`src/sv/slcd_pkg.sv`:
```
`default_nettype none
package slcd_pkg;

  // Segment image geometry: 128 segment bits held as eight 16-bit words.
  localparam int unsigned IMAGE_WORDS = 8;
  localparam int unsigned WORD_W      = 16;
  localparam int unsigned WIDX_W      = $clog2(IMAGE_WORDS);

  // Chunk lengths on the wire.
  localparam logic [4:0] LEN_FLUSH_HDR = 5'd9;
  localparam logic [4:0] LEN_COMMAND   = 5'd12;
  localparam logic [4:0] LEN_NIBBLE    = 5'd13;
  localparam logic [4:0] LEN_WORD      = 5'd16;
  localparam logic [4:0] LEN_HEADER    = 5'd3;
  localparam logic [4:0] LEN_CMD_BYTE  = 5'd8;
  localparam logic [4:0] LEN_ADDR      = 5'd6;
  localparam logic [4:0] LEN_DATA      = 5'd4;

  // Header bits, first wire bit in bit 0.
  localparam logic [2:0] HDR_WRITE   = 3'b101;
  localparam logic [2:0] HDR_COMMAND = 3'b001;

  localparam logic [15:0] KEEP_SPLIT_HI = 16'hfff1;
  localparam logic [15:0] KEEP_SPLIT_LO = 16'h0fff;
  localparam logic [15:0] KEEP_MID      = 16'hf10f;
  localparam logic [15:0] KEEP_HIGH     = 16'h10ff;
  localparam logic [15:0] KEEP_LOW      = 16'hff10;

  localparam logic [3:0] GLYPH_DASH = 4'd10;

  typedef enum logic [2:0] {
    OP_SET_DIGIT = 3'd0,
    OP_SET_SEG   = 3'd1,
    OP_CLEAR     = 3'd2,
    OP_FLUSH     = 3'd3,
    OP_COMMAND   = 3'd4,
    OP_NIBBLE    = 3'd5
  } op_t;

  typedef enum logic [1:0] {
    FK_FLUSH   = 2'd0,
    FK_COMMAND = 2'd1,
    FK_NIBBLE  = 2'd2
  } frame_kind_t;

  typedef enum logic [2:0] {
    S_IDLE = 3'd0,
    S_HDR  = 3'd1,
    S_MSB  = 3'd2,
    S_LSB  = 3'd3,
    S_TAIL = 3'd4,
    S_DONE = 3'd5
  } ser_state_t;

  // Image edit request, valid for one cycle on an accepted transaction.
  typedef struct packed {
    logic       valid;
    op_t        op;
    logic [3:0] value;
    logic [3:0] pos;
    logic [6:0] seg;
    logic       show;
  } edit_req_t;

  // Frame start request for the serialiser.
  typedef struct packed {
    logic        valid;
    frame_kind_t kind;
    logic [7:0]  cmd;
    logic [5:0]  addr;
    logic [3:0]  data;
  } frame_req_t;

  // One digit touches at most two image words.
  typedef struct packed {
    logic              a_en;
    logic [WIDX_W-1:0] a_word;
    logic [15:0]       a_keep;
    logic [15:0]       a_set;
    logic              b_en;
    logic [WIDX_W-1:0] b_word;
    logic [15:0]       b_keep;
    logic [15:0]       b_set;
  } digit_edit_t;

  function automatic logic [7:0] glyph(input logic [3:0] value);
    logic [7:0] g;
    begin
      unique case (value)
        4'd0:    g = 8'haf;
        4'd1:    g = 8'h06;
        4'd2:    g = 8'h6d;
        4'd3:    g = 8'h4f;
        4'd4:    g = 8'hc6;
        4'd5:    g = 8'hcb;
        4'd6:    g = 8'heb;
        4'd7:    g = 8'h0e;
        4'd8:    g = 8'hef;
        4'd9:    g = 8'hcf;
        4'd10:   g = 8'h40;
        default: g = 8'h00;
      endcase
      return g;
    end
  endfunction

  function automatic digit_edit_t digit_edit(input logic [3:0] value, input logic [3:0] pos,
                                             input logic show);
    digit_edit_t e;
    logic [7:0]  c;
    logic [15:0] split_hi;
    logic [15:0] split_lo;
    begin
      c = (show && value <= GLYPH_DASH) ? glyph(value) : 8'h00;
      split_hi = {12'h000, c[7:4]};
      split_lo = {c[3:0], 12'h000};
      e = '0;
      unique case (pos)
        4'd0: e = {1'b1, 3'd2, KEEP_SPLIT_HI, split_hi, 1'b1, 3'd1, KEEP_SPLIT_LO, split_lo};
        4'd1: e = {1'b1, 3'd1, KEEP_MID, {4'h0, c, 4'h0}, 1'b0, 3'd0, 16'h0, 16'h0};
        4'd2: e = {1'b1, 3'd1, KEEP_SPLIT_HI, split_hi, 1'b1, 3'd0, KEEP_SPLIT_LO, split_lo};
        4'd3: e = {1'b1, 3'd5, KEEP_HIGH, {c, 8'h00}, 1'b0, 3'd0, 16'h0, 16'h0};
        4'd4: e = {1'b1, 3'd5, KEEP_LOW, {8'h00, c}, 1'b0, 3'd0, 16'h0, 16'h0};
        4'd5: e = {1'b1, 3'd4, KEEP_HIGH, {c, 8'h00}, 1'b0, 3'd0, 16'h0, 16'h0};
        4'd6: e = {1'b1, 3'd4, KEEP_SPLIT_HI, split_hi, 1'b1, 3'd3, KEEP_SPLIT_LO, split_lo};
        4'd7: e = {1'b1, 3'd3, KEEP_MID, {4'h0, c, 4'h0}, 1'b0, 3'd0, 16'h0, 16'h0};
        4'd8: e = {1'b1, 3'd3, KEEP_SPLIT_HI, split_hi, 1'b1, 3'd2, KEEP_SPLIT_LO, split_lo};
        4'd9: e = {1'b1, 3'd2, KEEP_MID, {4'h0, c, 4'h0}, 1'b0, 3'd0, 16'h0, 16'h0};
        default: e = '0;
      endcase
      return e;
    end
  endfunction

endpackage
`default_nettype wire

```
`src/sv/segment_lcd_buffer_and_serializer_core.sv`:
```
// Segment LCD image buffer and serial frame generator.
// The input stream (in_*) carries one operation per transaction: the operation code travels
// in in_tuser, its arguments in in_tdata. Digit, segment and clear operations edit the
// 128-bit segment image in the cycle after acceptance and produce no output. Flush, command
// and nibble-write operations produce a frame on the output stream (out_*) as chunks of wire
// bits, bit 0 first, with the bit count alongside and tlast on the final chunk of a frame;
// chip select is meant to rise after that chunk.
// Frames are assembled one wire bit per clock in a shift register; a flush frame carries
// a 9-bit header and eight 16-bit words. The next operation is accepted once the last
// chunk of a frame has moved into the output register, even while that chunk still waits
// for the receiver; image edits are taken whenever the assembler is idle, one per cycle.
// When the receiver stalls, the output register holds its chunk and the assembler waits
// with the next chunk complete, so no bits are lost or repeated.
// Reset (synchronous, active low) clears the image to all zeros, empties the output
// register and returns the assembler to idle; the block is ready in the next cycle.
`default_nettype none
module segment_lcd_buffer_and_serializer_core (
  input  wire         clk,
  input  wire         rst_n,
  input  wire         in_tvalid,
  output logic        in_tready,
  // in_tdata, from bit 0: digit_value[3:0], digit_position[3:0], segment_index[6:0], show,
  // command_code[7:0], nibble_address[5:0], nibble_data[3:0], zero padding.
  input  wire  [39:0] in_tdata,
  // in_tuser: operation[2:0].
  input  wire  [2:0]  in_tuser,
  output logic        out_tvalid,
  input  wire         out_tready,
  // out_tdata, from bit 0: frame_bits[15:0], bit_count[4:0], zero padding.
  output logic [23:0] out_tdata,
  output logic        out_tlast
);
  import slcd_pkg::*;

  logic              accept;
  op_t               op;
  edit_req_t         edit;
  frame_req_t        freq;
  logic              ser_idle;
  logic [WIDX_W-1:0] rd_idx;
  logic [15:0]       rd_word;
  logic [15:0]       frame_bits;
  logic [4:0]        bit_count;

  assign in_tready = ser_idle;
  assign accept    = in_tvalid && in_tready;
  assign op        = op_t'(in_tuser);

  // Edits go straight to the image; operations six and seven fall through and do nothing.
  always_comb begin
    edit.valid = accept;
    edit.op    = op;
    edit.value = in_tdata[3:0];
    edit.pos   = in_tdata[7:4];
    edit.seg   = in_tdata[14:8];
    edit.show  = in_tdata[15];
  end

  always_comb begin
    freq.cmd  = in_tdata[23:16];
    freq.addr = in_tdata[29:24];
    freq.data = in_tdata[33:30];
    unique case (op)
      OP_FLUSH: begin
        freq.valid = accept;
        freq.kind  = FK_FLUSH;
      end
      OP_COMMAND: begin
        freq.valid = accept;
        freq.kind  = FK_COMMAND;
      end
      OP_NIBBLE: begin
        freq.valid = accept;
        freq.kind  = FK_NIBBLE;
      end
      default: begin
        freq.valid = 1'b0;
        freq.kind  = FK_FLUSH;
      end
    endcase
  end

  slcd_image u_image (
    .clk     (clk),
    .rst_n   (rst_n),
    .edit    (edit),
    .rd_idx  (rd_idx),
    .rd_word (rd_word)
  );

  slcd_ser u_ser (
    .clk       (clk),
    .rst_n     (rst_n),
    .req       (freq),
    .idle      (ser_idle),
    .rd_idx    (rd_idx),
    .rd_word   (rd_word),
    .out_valid (out_tvalid),
    .out_ready (out_tready),
    .out_bits  (frame_bits),
    .out_count (bit_count),
    .out_last  (out_tlast)
  );

  assign out_tdata = {3'b000, bit_count, frame_bits};

endmodule
`default_nettype wire

```
`src/sv/slcd_image.sv`:
```
`default_nettype none
module slcd_image (
  input  wire                       clk,
  input  wire                       rst_n,
  input  slcd_pkg::edit_req_t       edit,
  input  wire [slcd_pkg::WIDX_W-1:0] rd_idx,
  output logic [15:0]               rd_word
);
  import slcd_pkg::*;

  logic [15:0] img_r   [IMAGE_WORDS];
  logic [15:0] img_nxt [IMAGE_WORDS];
  digit_edit_t de;

  assign de      = digit_edit(edit.value, edit.pos, edit.show);
  assign rd_word = img_r[rd_idx];

  // Each word works out its own next value.
  always_comb begin
    for (int w = 0; w < IMAGE_WORDS; w++) begin
      img_nxt[w] = img_r[w];
      if (edit.valid) begin
        unique case (edit.op)
          OP_SET_DIGIT: begin
            if (de.a_en && de.a_word == WIDX_W'(w)) begin
              img_nxt[w] = (img_r[w] & de.a_keep) | de.a_set;
            end
            if (de.b_en && de.b_word == WIDX_W'(w)) begin
              img_nxt[w] = (img_r[w] & de.b_keep) | de.b_set;
            end
          end
          OP_SET_SEG: begin
            if (edit.seg[6:4] == WIDX_W'(w)) begin
              img_nxt[w][edit.seg[3:0]] = edit.show;
            end
          end
          OP_CLEAR: begin
            img_nxt[w] = '0;
          end
          default: begin
            img_nxt[w] = img_r[w];
          end
        endcase
      end
    end
  end

  always_ff @(posedge clk) begin
    for (int w = 0; w < IMAGE_WORDS; w++) begin
      if (!rst_n) begin
        img_r[w] <= '0;
      end else begin
        img_r[w] <= img_nxt[w];
      end
    end
  end

endmodule
`default_nettype wire

```
`src/sv/slcd_ser.sv`:
```
`default_nettype none
module slcd_ser (
  input  wire                        clk,
  input  wire                        rst_n,
  input  slcd_pkg::frame_req_t       req,
  output logic                       idle,
  output logic [slcd_pkg::WIDX_W-1:0] rd_idx,
  input  wire  [15:0]                rd_word,
  output logic                       out_valid,
  input  wire                        out_ready,
  output logic [15:0]                out_bits,
  output logic [4:0]                 out_count,
  output logic                       out_last
);
  import slcd_pkg::*;

  ser_state_t        state_r, state_nxt;
  frame_kind_t       kind_r, kind_nxt;
  logic [2:0]        hdr_r, hdr_nxt;
  logic [15:0]       sh_r, sh_nxt;
  logic [4:0]        left_r, left_nxt;
  logic [15:0]       asm_r, asm_nxt;
  logic              tail_r, tail_nxt;
  logic [3:0]        nd_r, nd_nxt;
  logic [4:0]        len_r, len_nxt;
  logic [WIDX_W-1:0] idx_r, idx_nxt;
  logic              ovalid_r, ovalid_nxt;
  logic [15:0]       obits_r, obits_nxt;
  logic [4:0]        ocnt_r, ocnt_nxt;
  logic              olast_r, olast_nxt;

  logic        slot_free;
  logic        last_step;
  logic        wire_bit;
  logic        chunk_last;
  logic [15:0] aligned;

  assign slot_free  = !ovalid_r || out_ready;
  assign last_step  = (left_r == 5'd1);
  assign idle       = (state_r == S_IDLE);
  assign rd_idx     = (len_r == LEN_FLUSH_HDR) ? '0 : idx_r + 1'b1;
  assign chunk_last = (kind_r != FK_FLUSH) ||
                      (len_r == LEN_WORD && idx_r == WIDX_W'(IMAGE_WORDS - 1));

  assign out_valid = ovalid_r;
  assign out_bits  = obits_r;
  assign out_count = ocnt_r;
  assign out_last  = olast_r;

  // The assembled bits sit at the top of asm_r; move them down to bit 0.
  always_comb begin
    unique case (len_r)
      LEN_FLUSH_HDR: aligned = asm_r >> 7;
      LEN_COMMAND:   aligned = asm_r >> 4;
      LEN_NIBBLE:    aligned = asm_r >> 3;
      default:       aligned = asm_r;
    endcase
  end

  always_comb begin
    unique case (state_r)
      S_HDR:   wire_bit = hdr_r[0];
      S_MSB:   wire_bit = sh_r[15];
      S_LSB:   wire_bit = sh_r[0];
      S_TAIL:  wire_bit = tail_r;
      default: wire_bit = 1'b0;
    endcase
  end

  // Next state.
  always_comb begin
    state_nxt = state_r;
    unique case (state_r)
      S_IDLE: if (req.valid) state_nxt = S_HDR;
      S_HDR:  if (last_step) state_nxt = S_MSB;
      S_MSB: begin
        if (last_step) begin
          priority case (kind_r)
            FK_COMMAND: state_nxt = S_TAIL;
            FK_NIBBLE:  state_nxt = S_LSB;
            default:    state_nxt = S_DONE;
          endcase
        end
      end
      S_LSB:  if (last_step) state_nxt = S_DONE;
      S_TAIL: state_nxt = S_DONE;
      S_DONE: begin
        if (slot_free) state_nxt = chunk_last ? S_IDLE : S_LSB;
      end
      default: state_nxt = S_IDLE;
    endcase
  end

  // Datapath and output register.
  always_comb begin
    kind_nxt   = kind_r;
    hdr_nxt    = hdr_r;
    sh_nxt     = sh_r;
    left_nxt   = left_r;
    asm_nxt    = asm_r;
    tail_nxt   = tail_r;
    nd_nxt     = nd_r;
    len_nxt    = len_r;
    idx_nxt    = idx_r;
    ovalid_nxt = out_ready ? 1'b0 : ovalid_r;
    obits_nxt  = obits_r;
    ocnt_nxt   = ocnt_r;
    olast_nxt  = olast_r;

    if (state_r == S_HDR || state_r == S_MSB || state_r == S_LSB || state_r == S_TAIL) begin
      asm_nxt  = {wire_bit, asm_r[15:1]};
      left_nxt = left_r - 5'd1;
      hdr_nxt  = {1'b0, hdr_r[2:1]};
      if (state_r == S_MSB) sh_nxt = {sh_r[14:0], 1'b0};
      if (state_r == S_LSB) sh_nxt = {1'b0, sh_r[15:1]};
    end

    unique case (state_r)
      S_IDLE: begin
        if (req.valid) begin
          kind_nxt = req.kind;
          tail_nxt = req.cmd[0];
          nd_nxt   = req.data;
          left_nxt = LEN_HEADER;
          idx_nxt  = '0;
          priority case (req.kind)
            FK_COMMAND: begin
              hdr_nxt = HDR_COMMAND;
              sh_nxt  = {req.cmd, 8'h00};
            end
            FK_NIBBLE: begin
              hdr_nxt = HDR_WRITE;
              sh_nxt  = {req.addr, 10'h000};
            end
            default: begin
              hdr_nxt = HDR_WRITE;
              sh_nxt  = '0;
            end
          endcase
        end
      end
      S_HDR: begin
        if (last_step) left_nxt = (kind_r == FK_COMMAND) ? LEN_CMD_BYTE : LEN_ADDR;
      end
      S_MSB: begin
        if (last_step) begin
          priority case (kind_r)
            FK_COMMAND: left_nxt = 5'd1;
            FK_NIBBLE: begin
              left_nxt = LEN_DATA;
              sh_nxt   = {12'h000, nd_r};
            end
            default: len_nxt = LEN_FLUSH_HDR;
          endcase
        end
      end
      S_LSB: begin
        if (last_step) len_nxt = (kind_r == FK_NIBBLE) ? LEN_NIBBLE : LEN_WORD;
      end
      S_TAIL: begin
        len_nxt = LEN_COMMAND;
      end
      S_DONE: begin
        if (slot_free) begin
          ovalid_nxt = 1'b1;
          obits_nxt  = aligned;
          ocnt_nxt   = len_r;
          olast_nxt  = chunk_last;
          if (chunk_last) begin
            idx_nxt = '0;
          end else begin
            idx_nxt  = rd_idx;
            sh_nxt   = rd_word;
            left_nxt = LEN_WORD;
          end
        end
      end
      default: begin
        left_nxt = left_r;
      end
    endcase
  end

  always_ff @(posedge clk) begin
    if (!rst_n) begin
      state_r  <= S_IDLE;
      idx_r    <= '0;
      ovalid_r <= 1'b0;
      len_r    <= '0;
    end else begin
      state_r  <= state_nxt;
      idx_r    <= idx_nxt;
      ovalid_r <= ovalid_nxt;
      len_r    <= len_nxt;
    end
  end

  always_ff @(posedge clk) begin
    kind_r  <= kind_nxt;
    hdr_r   <= hdr_nxt;
    sh_r    <= sh_nxt;
    left_r  <= left_nxt;
    asm_r   <= asm_nxt;
    tail_r  <= tail_nxt;
    nd_r    <= nd_nxt;
    obits_r <= obits_nxt;
    ocnt_r  <= ocnt_nxt;
    olast_r <= olast_nxt;
  end

endmodule
`default_nettype wire

```
`config.mk`:
```
export PLATFORM = sky130hd
export DESIGN_NAME = segment_lcd_buffer_and_serializer_core
export DESIGN_NICKNAME = d
export VERILOG_FILES = /design/src/sv/slcd_pkg.sv /design/src/sv/segment_lcd_buffer_and_serializer_core.sv /design/src/sv/slcd_image.sv /design/src/sv/slcd_ser.sv
export SDC_FILE = /design/constraint.sdc
export NUM_CORES = 1
export LEC_CHECK = 0
export BUFFER_PORTS_ARGS = -buffer_cell sky130_fd_sc_hd__buf_2
export CAP_MARGIN = 20
export CORE_MARGIN = 1
export CORE_UTILIZATION = 62
export CTS_CLUSTER_DIAMETER = 50
export CTS_CLUSTER_SIZE = 8
export DETAILED_ROUTE_END_ITERATION = 6
export PLACE_DENSITY = 0.86
export SYNTH_ARGS = -nofsm -noshare
export SYNTH_HDL_FRONTEND = slang
export SYNTH_SLANG_ARGS = --single-unit
```
`constraint.sdc`:
```
create_clock -name clk -period 2.85 [get_ports clk]
set_input_delay 0.285 -clock clk [delete_from_list [all_inputs] [get_ports clk]]
set_output_delay 0.285 -clock clk [all_outputs]
set_load 0.01 [all_outputs]
```
==> impl_metrics.py, run 1 <==
metrics = {
    "clock_network": {
        "hold_buffers": 5,
        "cts_tree": "built",
        "clkSlewWorstSetupHoldPaths_ps": 50,
        "htreeDepth": 1,
        "cts_made_buffers": 30,
        "cts_root_buffer": "clkbuf_16",
        "insertion_delay_ps": 550,
        "postCtsSetupRepairBufs": 0,
        "cts_sinks": 207,
        "ctsResizeCount": 0,
        "clockBufferDepth": 3,
    },
    "drt": {
        "wl_met3_mm": 5.31,
        "wl_per_cell_um": 24.0,
        "routed-wl-met2_mm": 17.9,
        "drt-total-wl_mm": 41.2,
        "top_layer_used": "met4",
        "met1_length_mm": 14.9,
        "postRouteAntennaNets": 0,
        "vias": 12300,
        "drcViolationCount": 6,
        "vias_per_cell": 7.14,
        "dr.first_iter.drc_count": 1769,
        "first_pass_iters": 7,
    },
    "logic_synthesis": {
        "synth_top_area_cell": "dfxtp_1",
        "synth_seq_cells": 207,
        "yosysSeqAreaShare_pct": 38.9,
        "synth_top_area_share_pct": 26.6,
        "synth.avg_cell_area_um2": 8.48,
        "yosysWarningCount": 0,
        "ys_async_sr_fraction_pct": 0,
        "synth_common_cells": "dfxtp_1 (158), nand2_1 (156), a21oi_1 (152), o21ai_0 (138), nor2_1 (103)",
        "post-synth-top-count-cell": "dfxtp_1",
        "netlist_area_mm2": 0.0119,
        "synthFlopType": "dfxtp_1",
        "synth_area_leaders": "dfxtp_1 (27%), edfxtp_1 (12%), a21oi_1 (6.4%)",
        "yosysUniqueCellTypes": 99,
        "synth_edf_count": 49,
        "syn_inst": 1405,
    },
    "timing": {
        "setup_viol": 0,
        "tns_ps": 0,
        "min_period_ps": 2740,
        "hold_viol_final": 0,
        "max_clock_freq_mhz": 365,
        "fin_crit_sh_pct": 96.2,
        "worst_pin_slew_ps": 1010,
        "relSlewSlack_pct": 32.2,
        "finalMaxSlewViolations": 0,
        "rsz0062_at_grt": "no",
        "skew_ps": 12.9,
    },
    "setup_path": {
        "cp-end-kind": "register",
        "critPathMaxFanout": 8,
        "critical_path.startpoint": "u_ser.idx_r[0]",
        "crit_type": "reg2reg",
        "arrival_ps": 3220,
        "r2r_start": "u_ser.idx_r[0]",
        "cp.required_ps": 3330,
        "cp-start-kind": "register",
    },
    "place": {
        "hpwl_mm": 27.7,
        "gp_congestion": 1.04,
        "io_buffers": 63,
    },
    "grt": {
        "grt_use_total_pct": 41.7,
        "grt_pass1_vias": 11300,
        "grt_first_pass_wirelength_mm": 63.7,
        "grt_max_degree": 70,
        "overflow": 0,
        "antenna_found_initial": 0,
    },
    "power": {
        "p_leak_nw": 4.65,
        "power_density_mw_per_mm2": 636,
        "ir_worst_vdd_mv": 0.462,
        "total_power_w": 0.00853,
    },
    "hold_path": {
        "hold_path_class": "in2reg",
        "hold_start": "in_tdata[17]",
    },
    "run_status": {
        "status": "complete, but fails checks",
        "violations": "DRC",
    },
    "floorplanning": {
        "io_pins": 74,
        "num_rows": 50,
        "design.core.area_mm2": 0.0188,
        "fp.dieW_um": 141,
        "die_h_um": 141,
        "dieArea_mm2": 0.0198,
        "start_util_pct": 63.5,
    },
    "cells_and_area": {
        "n_antenna_cell": 0,
        "synthToLayoutAreaGrowth_pct": 12.6,
        "final.fill_count": 1448,
        "fin_nets": 1534,
        "drive_above_1_share_pct": 16.0,
    },
    "flow_run": {
        "max_cap_viol_count": 0,
    },
}
[critical path, stage by stage, from the launching register on]
cell,delay [ps]
dfxtp_1,310
ha_1,190
ha_1,400
nand2_1,160
nor2_1,790
a22oi_1,230
o21ai_0,280
a22oi_1,140
o211ai_1,150
[cells by family after synthesis]
group	share of synthesized area (%)
XOR/XNOR	0.714
other	0.0315
multiplexers	5.55
AO/OA/AOI/OAI	30.3
flip-flops	38.9
AND/OR/NAND/NOR	17.3
buffers and inverters	5.42
adder cells (fa/ha/maj)	1.79
[where the power goes]
part / internal [W] / total (W) / switching (W)
sequential: 0.00338 / 0.00363 / 0.000254
clock: 0.00196 / 0.00323 / 0.00127
combinational: 0.000603 / 0.00167 / 0.00107
[final timing paths]
check | slack [ps] | depth (start not counted) | end
setup / recovery | 110 | 8 | u_ser.sh_r[14]
hold / removal | 90 | 3 | u_ser.sh_r[9]
setup reg to reg | 110 | 8 | u_ser.sh_r[14]
hold reg to reg | 460 | 0 | u_ser.asm_r[1]
[cells in the final DEF, fill, tap and decap left out, types with 6 or more instances in the layout]
cell,n
o31ai_1,12
nand3b_1,6
nor2b_1,15
nor3_1,25
inv_1,28
o22ai_1,36
edfxtp_1,49
nand2_1,156
o21ai_0,138
clkbuf_1,11
nor3b_1,6
buf_2,63
nand2b_1,20
a211oi_1,13
o211ai_1,21
nor2_1,103
a31oi_1,31
o311ai_0,9
o21a_1,11
ha_1,17
buf_4,60
dfxtp_1,158
o221a_2,10
a22oi_1,36
and3_1,7
or2_2,7
nand3_1,27
a21oi_1,152
o21ai_1,19
mux2i_1,39
mux4_2,10
clkbuf_16,30
nand4_1,9
[sequential cells by signal (all words and copies together), names as in the netlist, 2 cells and up]
name             flops
u_image.img_r      128
u_ser.asm_r         16
u_ser.out_bits      16
u_ser.sh_r          16
u_ser.left_r         5
u_ser.len_r          4
u_ser.nd_r           4
u_ser.out_count      4
u_ser.hdr_r          3
u_ser.idx_r          3
u_ser.state_r        3
u_ser.kind_r         2
[routing by layer]
metal	vias up	track usage (%)
li1	5379	-
met1	5605	52.4
met2	1027	64.6
met3	252	9.24
met4	0	27.6
met5	-	0
[final cells by class]
type / instances / area, um^2 / area share, %
flip-flops and latches: 207 / 4630 / 34.6
repair buffers: 130 / 856 / 6.38
multi-input cells: 1068 / 6640 / 49.6
well taps: 234 / 293 / 2.18
inverters: 33 / 124 / 0.924
clock inverters: 2 / 35.0 / 0.261
clock buffers: 43 / 820 / 6.11
[through the flow]
stage | setup slack [ps] | hold slack (ps) | std cells | utilization, % | instance area [um^2]
floorplan | 594 | 384 | 1408 | - | 11900
global placement | 249 | 439 | 1667 | 66.6 | 12500
detailed placement | 194 | 455 | 1667 | 66.6 | 12500
CTS | 157 | 55.6 | 1717 | 71.4 | 13400
global route | 12.5 | 95.2 | 1717 | 71.4 | 13400
finish | 108 | 92.0 | 1717 | 71.4 | 13400
Power figures use the tool's default switching activity.
==> inputs of run 2 (changes only) <==
--- a/config.mk
+++ b/config.mk
@@ -12,7 +12,7 @@
 export CTS_CLUSTER_DIAMETER = 50
 export CTS_CLUSTER_SIZE = 8
 export DETAILED_ROUTE_END_ITERATION = 6
-export PLACE_DENSITY = 0.86
+export PLACE_DENSITY = 0.8
 export SYNTH_ARGS = -nofsm -noshare
 export SYNTH_HDL_FRONTEND = slang
 export SYNTH_SLANG_ARGS = --single-unit
==> impl_metrics.py, run 2 (synthesis results as in run 1) <==
metrics = {
    "floorplanning": {
        "start_util_pct": 63.5,
        "fp.dieW_um": 141,
        "die_h_um": 141,
        "num_rows": 50,
        "dieArea_mm2": 0.0198,
        "design.core.area_mm2": 0.0188,
        "io_pins": 74,
    },
    "setup_path": {
        "arrival_ps": 3210,
        "crit_type": "reg2reg",
        "critPathMaxFanout": 8,
        "slowest_delay_ps": 750,
        "cp-start-kind": "register",
        "slowest_stage": "o22ai_1",
        "crit_path_cell_trace": "ha_1 > ha_1 > buf_4 > o22ai_1 > a22oi_1 > o21ai_0 > buf_4 > a22oi_1 > o211ai_1",
        "r2r_setup_slack_ps": 120,
        "cp.required_ps": 3330,
        "cp-end-kind": "register",
    },
    "timing": {
        "min_period_ps": 2730,
        "hold_viol_final": 0,
        "relSlewSlack_pct": 22.9,
        "finalMaxSlewViolations": 0,
        "worst_pin_slew_ps": 1150,
        "skew_ps": 9.41,
        "tns_ps": 0,
        "fin_crit_sh_pct": 95.7,
        "setup_viol": 0,
        "rsz0062_at_grt": "no",
        "max_clock_freq_mhz": 367,
    },
    "power": {
        "power_density_mw_per_mm2": 643,
        "p_int_w": 0.00604,
        "power_frac_clock_pct": 39.2,
        "p_sw_w": 0.00260,
        "switching_share_pct": 30.1,
        "power_frac_seq_pct": 41.9,
        "ir_worst_vdd_mv": 0.526,
        "p_leak_nw": 4.67,
        "p_comb_share_pct": 18.9,
    },
    "cells_and_area": {
        "largest_reg_flops": 128,
        "drive_above_1_share_pct": 16.3,
        "mostFrequentLayoutCells": "dfxtp_1 (158), nand2_1 (156), a21oi_1 (152)",
        "utilization_pct": 71.7,
        "regMostFlops": "u_image.img_r",
        "fin_nets": 1535,
        "layout_commonest_cell": "dfxtp_1",
        "synthToLayoutAreaGrowth_pct": 12.9,
    },
    "place": {
        "gp_congestion": 1.01,
        "hpwl_mm": 27.8,
        "io_buffers": 63,
    },
    "hold_path": {
        "hold_path_class": "in2reg",
    },
    "drt": {
        "routed-wl-met2_mm": 17.8,
        "vias": 12200,
        "wl_per_cell_um": 23.7,
        "top_layer_used": "met4",
        "wl_met3_mm": 5.23,
        "met1_length_mm": 15.1,
        "first_pass_iters": 6,
        "vias_per_cell": 7.10,
        "drcViolationCount": 0,
        "drt-total-wl_mm": 40.8,
        "postRouteAntennaNets": 0,
        "dr.first_iter.drc_count": 1606,
    },
    "flow_run": {
        "max_cap_viol_count": 0,
    },
    "clock_network": {
        "cts_root_buffer": "clkbuf_16",
        "cts_tree": "built",
        "htreeDepth": 1,
        "cts_sinks": 207,
        "postCtsSetupRepairBufs": 0,
        "insertion_delay_ps": 560,
        "clockBufferDepth": 3,
        "clkSlewWorstSetupHoldPaths_ps": 50,
        "cts_made_buffers": 31,
    },
    "grt": {
        "overflow": 0,
        "grt_pass1_vias": 11400,
        "grt_use_total_pct": 41.1,
        "antenna_found_initial": 1,
        "grt_first_pass_wirelength_mm": 63.2,
        "grt_max_degree": 38,
    },
    "run_status": {
        "status": "finished clean",
    },
}
[run 2: path summary, 6_finish.rpt]
kind / from / endpoint / cells after the start
worst max-delay path: u_ser.idx_r[0] / u_ser.sh_r[14] / 9
worst min-delay path: in_tdata[22] / u_ser.sh_r[14] / 3
worst max register to register: u_ser.idx_r[0] / u_ser.sh_r[14] / 9
worst min register to register: u_ser.asm_r[2] / u_ser.asm_r[1] / 0
[run 2: timing repair]
item,CTS,global route
resized for setup,0,1
endpoints found under the hold margin,5,0
endpoints found under the setup margin,0,1
hold buffers,5,0
[run 2: critical path: cells and delay by family (launching register included)]
family / cells / cell delay [ps]
flip-flops: 1 / 310
buffers and inverters: 2 / 390
AO/OA/AOI/OAI: 5 / 1380
adder cells (fa/ha/maj): 2 / 580
[run 2: area by class of cell]
cell class / instances / area [um^2]
Antenna cell: 1 / 2.50
Clock buffer: 46 / 873
Clock inverter: 3 / 18.8
Fill cell: 1502 / 5320
Inverter: 33 / 124
Multi-Input combinational cell: 1068 / 6650
Sequential cell: 207 / 4630
Tap cell: 234 / 293
Timing Repair Buffer: 130 / 856
[run 2: power groups by stage]
stage / Clock [W] / Combinational [W] / Sequential (W)
floorplan: 0 / 0.00116 / 0.00359
global placement: 0 / 0.00154 / 0.00365
detailed placement: 0 / 0.00157 / 0.00366
CTS: 0.00337 / 0.00159 / 0.00361
global route: 0.00352 / 0.00176 / 0.00365
finish: 0.00339 / 0.00164 / 0.00362
[run 2: per-layer routing]
metal	vias to the layer above	track usage [%]
met5	-	0
met1	5610	51.9
met3	233	9.48
li1	5382	-
met2	994	65.1
met4	0	23.5
[run 2: stage by stage]
stage / hold WS, ps / setup WS [ps] / std cells / area, um^2 / total power [W]
after floorplan: 384 / 594 / 1408 / 11900 / 0.00475
after detailed placement: 440 / 206 / 1666 / 12500 / 0.00523
after global routing: 109 / 76.9 / 1722 / 13400 / 0.00893
final: 83.0 / 123 / 1722 / 13400 / 0.00865
after CTS: 74.9 / 176 / 1720 / 13400 / 0.00856
after global placement: 448 / 248 / 1666 / 12500 / 0.00519
==> inputs of run 3 (changes only) <==
--- a/config.mk
+++ b/config.mk
@@ -12,7 +12,7 @@
 export CTS_CLUSTER_DIAMETER = 50
 export CTS_CLUSTER_SIZE = 8
 export DETAILED_ROUTE_END_ITERATION = 6
-export PLACE_DENSITY = 0.8
+export PLACE_DENSITY_LB_ADDON = 0.1
 export SYNTH_ARGS = -nofsm -noshare
 export SYNTH_HDL_FRONTEND = slang
 export SYNTH_SLANG_ARGS = --single-unit
==> impl_metrics.py, run 3 (synthesis results as in run 1) <==
metrics = {
    "grt": {
        "grt_max_degree": 66,
        "antenna_found_initial": 1,
        "overflow": 0,
        "grt_use_total_pct": 41.7,
        "grt_first_pass_wirelength_mm": 63.4,
        "grt_pass1_vias": 11200,
    },
    "setup_path": {
        "cp.required_ps": 3280,
        "cp-end-kind": "register",
        "slowest_stage": "o21ai_2",
        "cp-start-kind": "register",
        "r2r_setup_slack_ps": 160,
        "slowest_delay_ps": 860,
        "arrival_ps": 3120,
        "critPathMaxFanout": 10,
        "crit_type": "reg2reg",
        "cp_num_buf_inv": 0,
        "crit_path_cell_trace": "nand3b_1 > o21ai_2 > mux4_2 > a22oi_1 > o21ai_0",
        "crit_family": "compound AO/OA/AOI/OAI gates",
    },
    "power": {
        "p_comb_share_pct": 19.2,
        "ir_worst_vdd_mv": 0.578,
        "p_sw_w": 0.00262,
        "p_int_w": 0.00601,
        "power_density_mw_per_mm2": 642,
        "switching_share_pct": 30.4,
        "total_power_w": 0.00864,
        "p_leak_nw": 4.67,
        "power_frac_seq_pct": 41.9,
        "power_frac_clock_pct": 38.8,
    },
    "clock_network": {
        "cts_root_buffer": "clkbuf_16",
        "cts_sinks": 207,
        "htreeDepth": 1,
        "postCtsSetupRepairBufs": 0,
        "cts_tree": "built",
        "clkSlewWorstSetupHoldPaths_ps": 50,
        "clockBufferDepth": 3,
        "insertion_delay_ps": 570,
        "cts_made_buffers": 31,
        "ctsResizeCount": 0,
        "hold_buffers": 5,
    },
    "drt": {
        "first_pass_iters": 6,
        "vias": 12100,
        "wl_per_cell_um": 24.1,
        "drt-total-wl_mm": 41.5,
        "postRouteAntennaNets": 0,
        "drcViolationCount": 0,
        "vias_per_cell": 7.03,
        "dr.first_iter.drc_count": 1674,
    },
    "floorplanning": {
        "start_util_pct": 63.5,
        "design.core.area_mm2": 0.0188,
        "io_pins": 74,
        "num_rows": 50,
        "dieArea_mm2": 0.0198,
        "die_h_um": 141,
        "fp.dieW_um": 141,
    },
    "cells_and_area": {
        "largest_reg_flops": 128,
        "n_antenna_cell": 0,
        "synthToLayoutAreaGrowth_pct": 12.9,
        "fin_nets": 1537,
        "mostFrequentLayoutCells": "dfxtp_1 (158), nand2_1 (156), a21oi_1 (152)",
        "layout_commonest_cell": "dfxtp_1",
        "stdcell_count": 1722,
        "regMostFlops": "u_image.img_r",
        "drive_above_1_share_pct": 16.2,
    },
    "place": {
        "io_buffers": 63,
        "gp_congestion": 1.02,
        "placed_cells": 1669,
        "hpwl_mm": 28.7,
    },
    "timing": {
        "rsz0062_at_grt": "no",
        "finalMaxSlewViolations": 0,
        "relSlewSlack_pct": 23.9,
        "skew_ps": 10.6,
        "setup_viol": 0,
        "worst_pin_slew_ps": 1130,
        "min_period_ps": 2690,
        "fin_crit_sh_pct": 94.5,
        "hold_viol_final": 0,
        "max_clock_freq_mhz": 371,
        "tns_ps": 0,
    },
    "run_status": {
        "status": "finished clean",
    },
    "hold_path": {
        "hold_path_class": "in2reg",
    },
    "flow_run": {
        "max_cap_viol_count": 0,
    },
}
run 3: cell count changes in the layout (fill, tap and decap cells not counted), sizes merged:
cell and delta:
clkbuf -1, diode -1, clkinv -1, buf +2
clkinvlp +1
run 3: power by group through the flow:
stage	clock network, W	logic (W)	registers, W
2_1_floorplan	0	0.00116	0.00359
3_3_place_gp	0	0.00157	0.00366
3_5_place_dp	0	0.00160	0.00367
4_1_cts	0.00334	0.00161	0.00361
5_1_grt	0.00347	0.00180	0.00366
6_report	0.00335	0.00166	0.00362
run 3: area by class of cell:
class / instances / area (um^2)
clock buffers: 45 / 850
clock inverters: 3 / 32.5
fillers: 1502 / 5320
inverters: 33 / 124
multi-input cells: 1068 / 6640
flip-flops and latches: 207 / 4630
well taps: 234 / 293
repair buffers: 132 / 871
run 3: per-stage QoR:
stage	setup slack, ps	area (um^2)	hold slack (ps)	utilization [%]
finish	158	13400	14.0	71.7
global route	126	13400	38.1	71.7
CTS	284	13400	5.19	71.7
detailed placement	301	12500	438	66.7
global placement	328	12500	446	66.7
floorplan	594	11900	384	-
run 3: final timing paths:
kind                   from             end  depth (start not counted)
max          u_ser.len_r[4]   u_ser.sh_r[6]                          5
min            in_tdata[17]   u_ser.sh_r[9]                          3
max reg2reg  u_ser.len_r[4]   u_ser.sh_r[6]                          5
min reg2reg  u_ser.asm_r[2]  u_ser.asm_r[1]                          0
run 3: worst reg2reg max path: stages (launching register included):
cell and delay (ps):
dfxtp_1 310, nand3b_1 220, o21ai_2 860, mux4_2 640, a22oi_1 390, o21ai_0 140
run 3: metal layers:
layer	track usage, %	up-vias	part of all wire, %
met5	0	-	0
met3	9.51	232	12
met2	65.1	954	43
li1	-	5384	-
met1	51.9	5531	37
met4	27.5	0	7.6
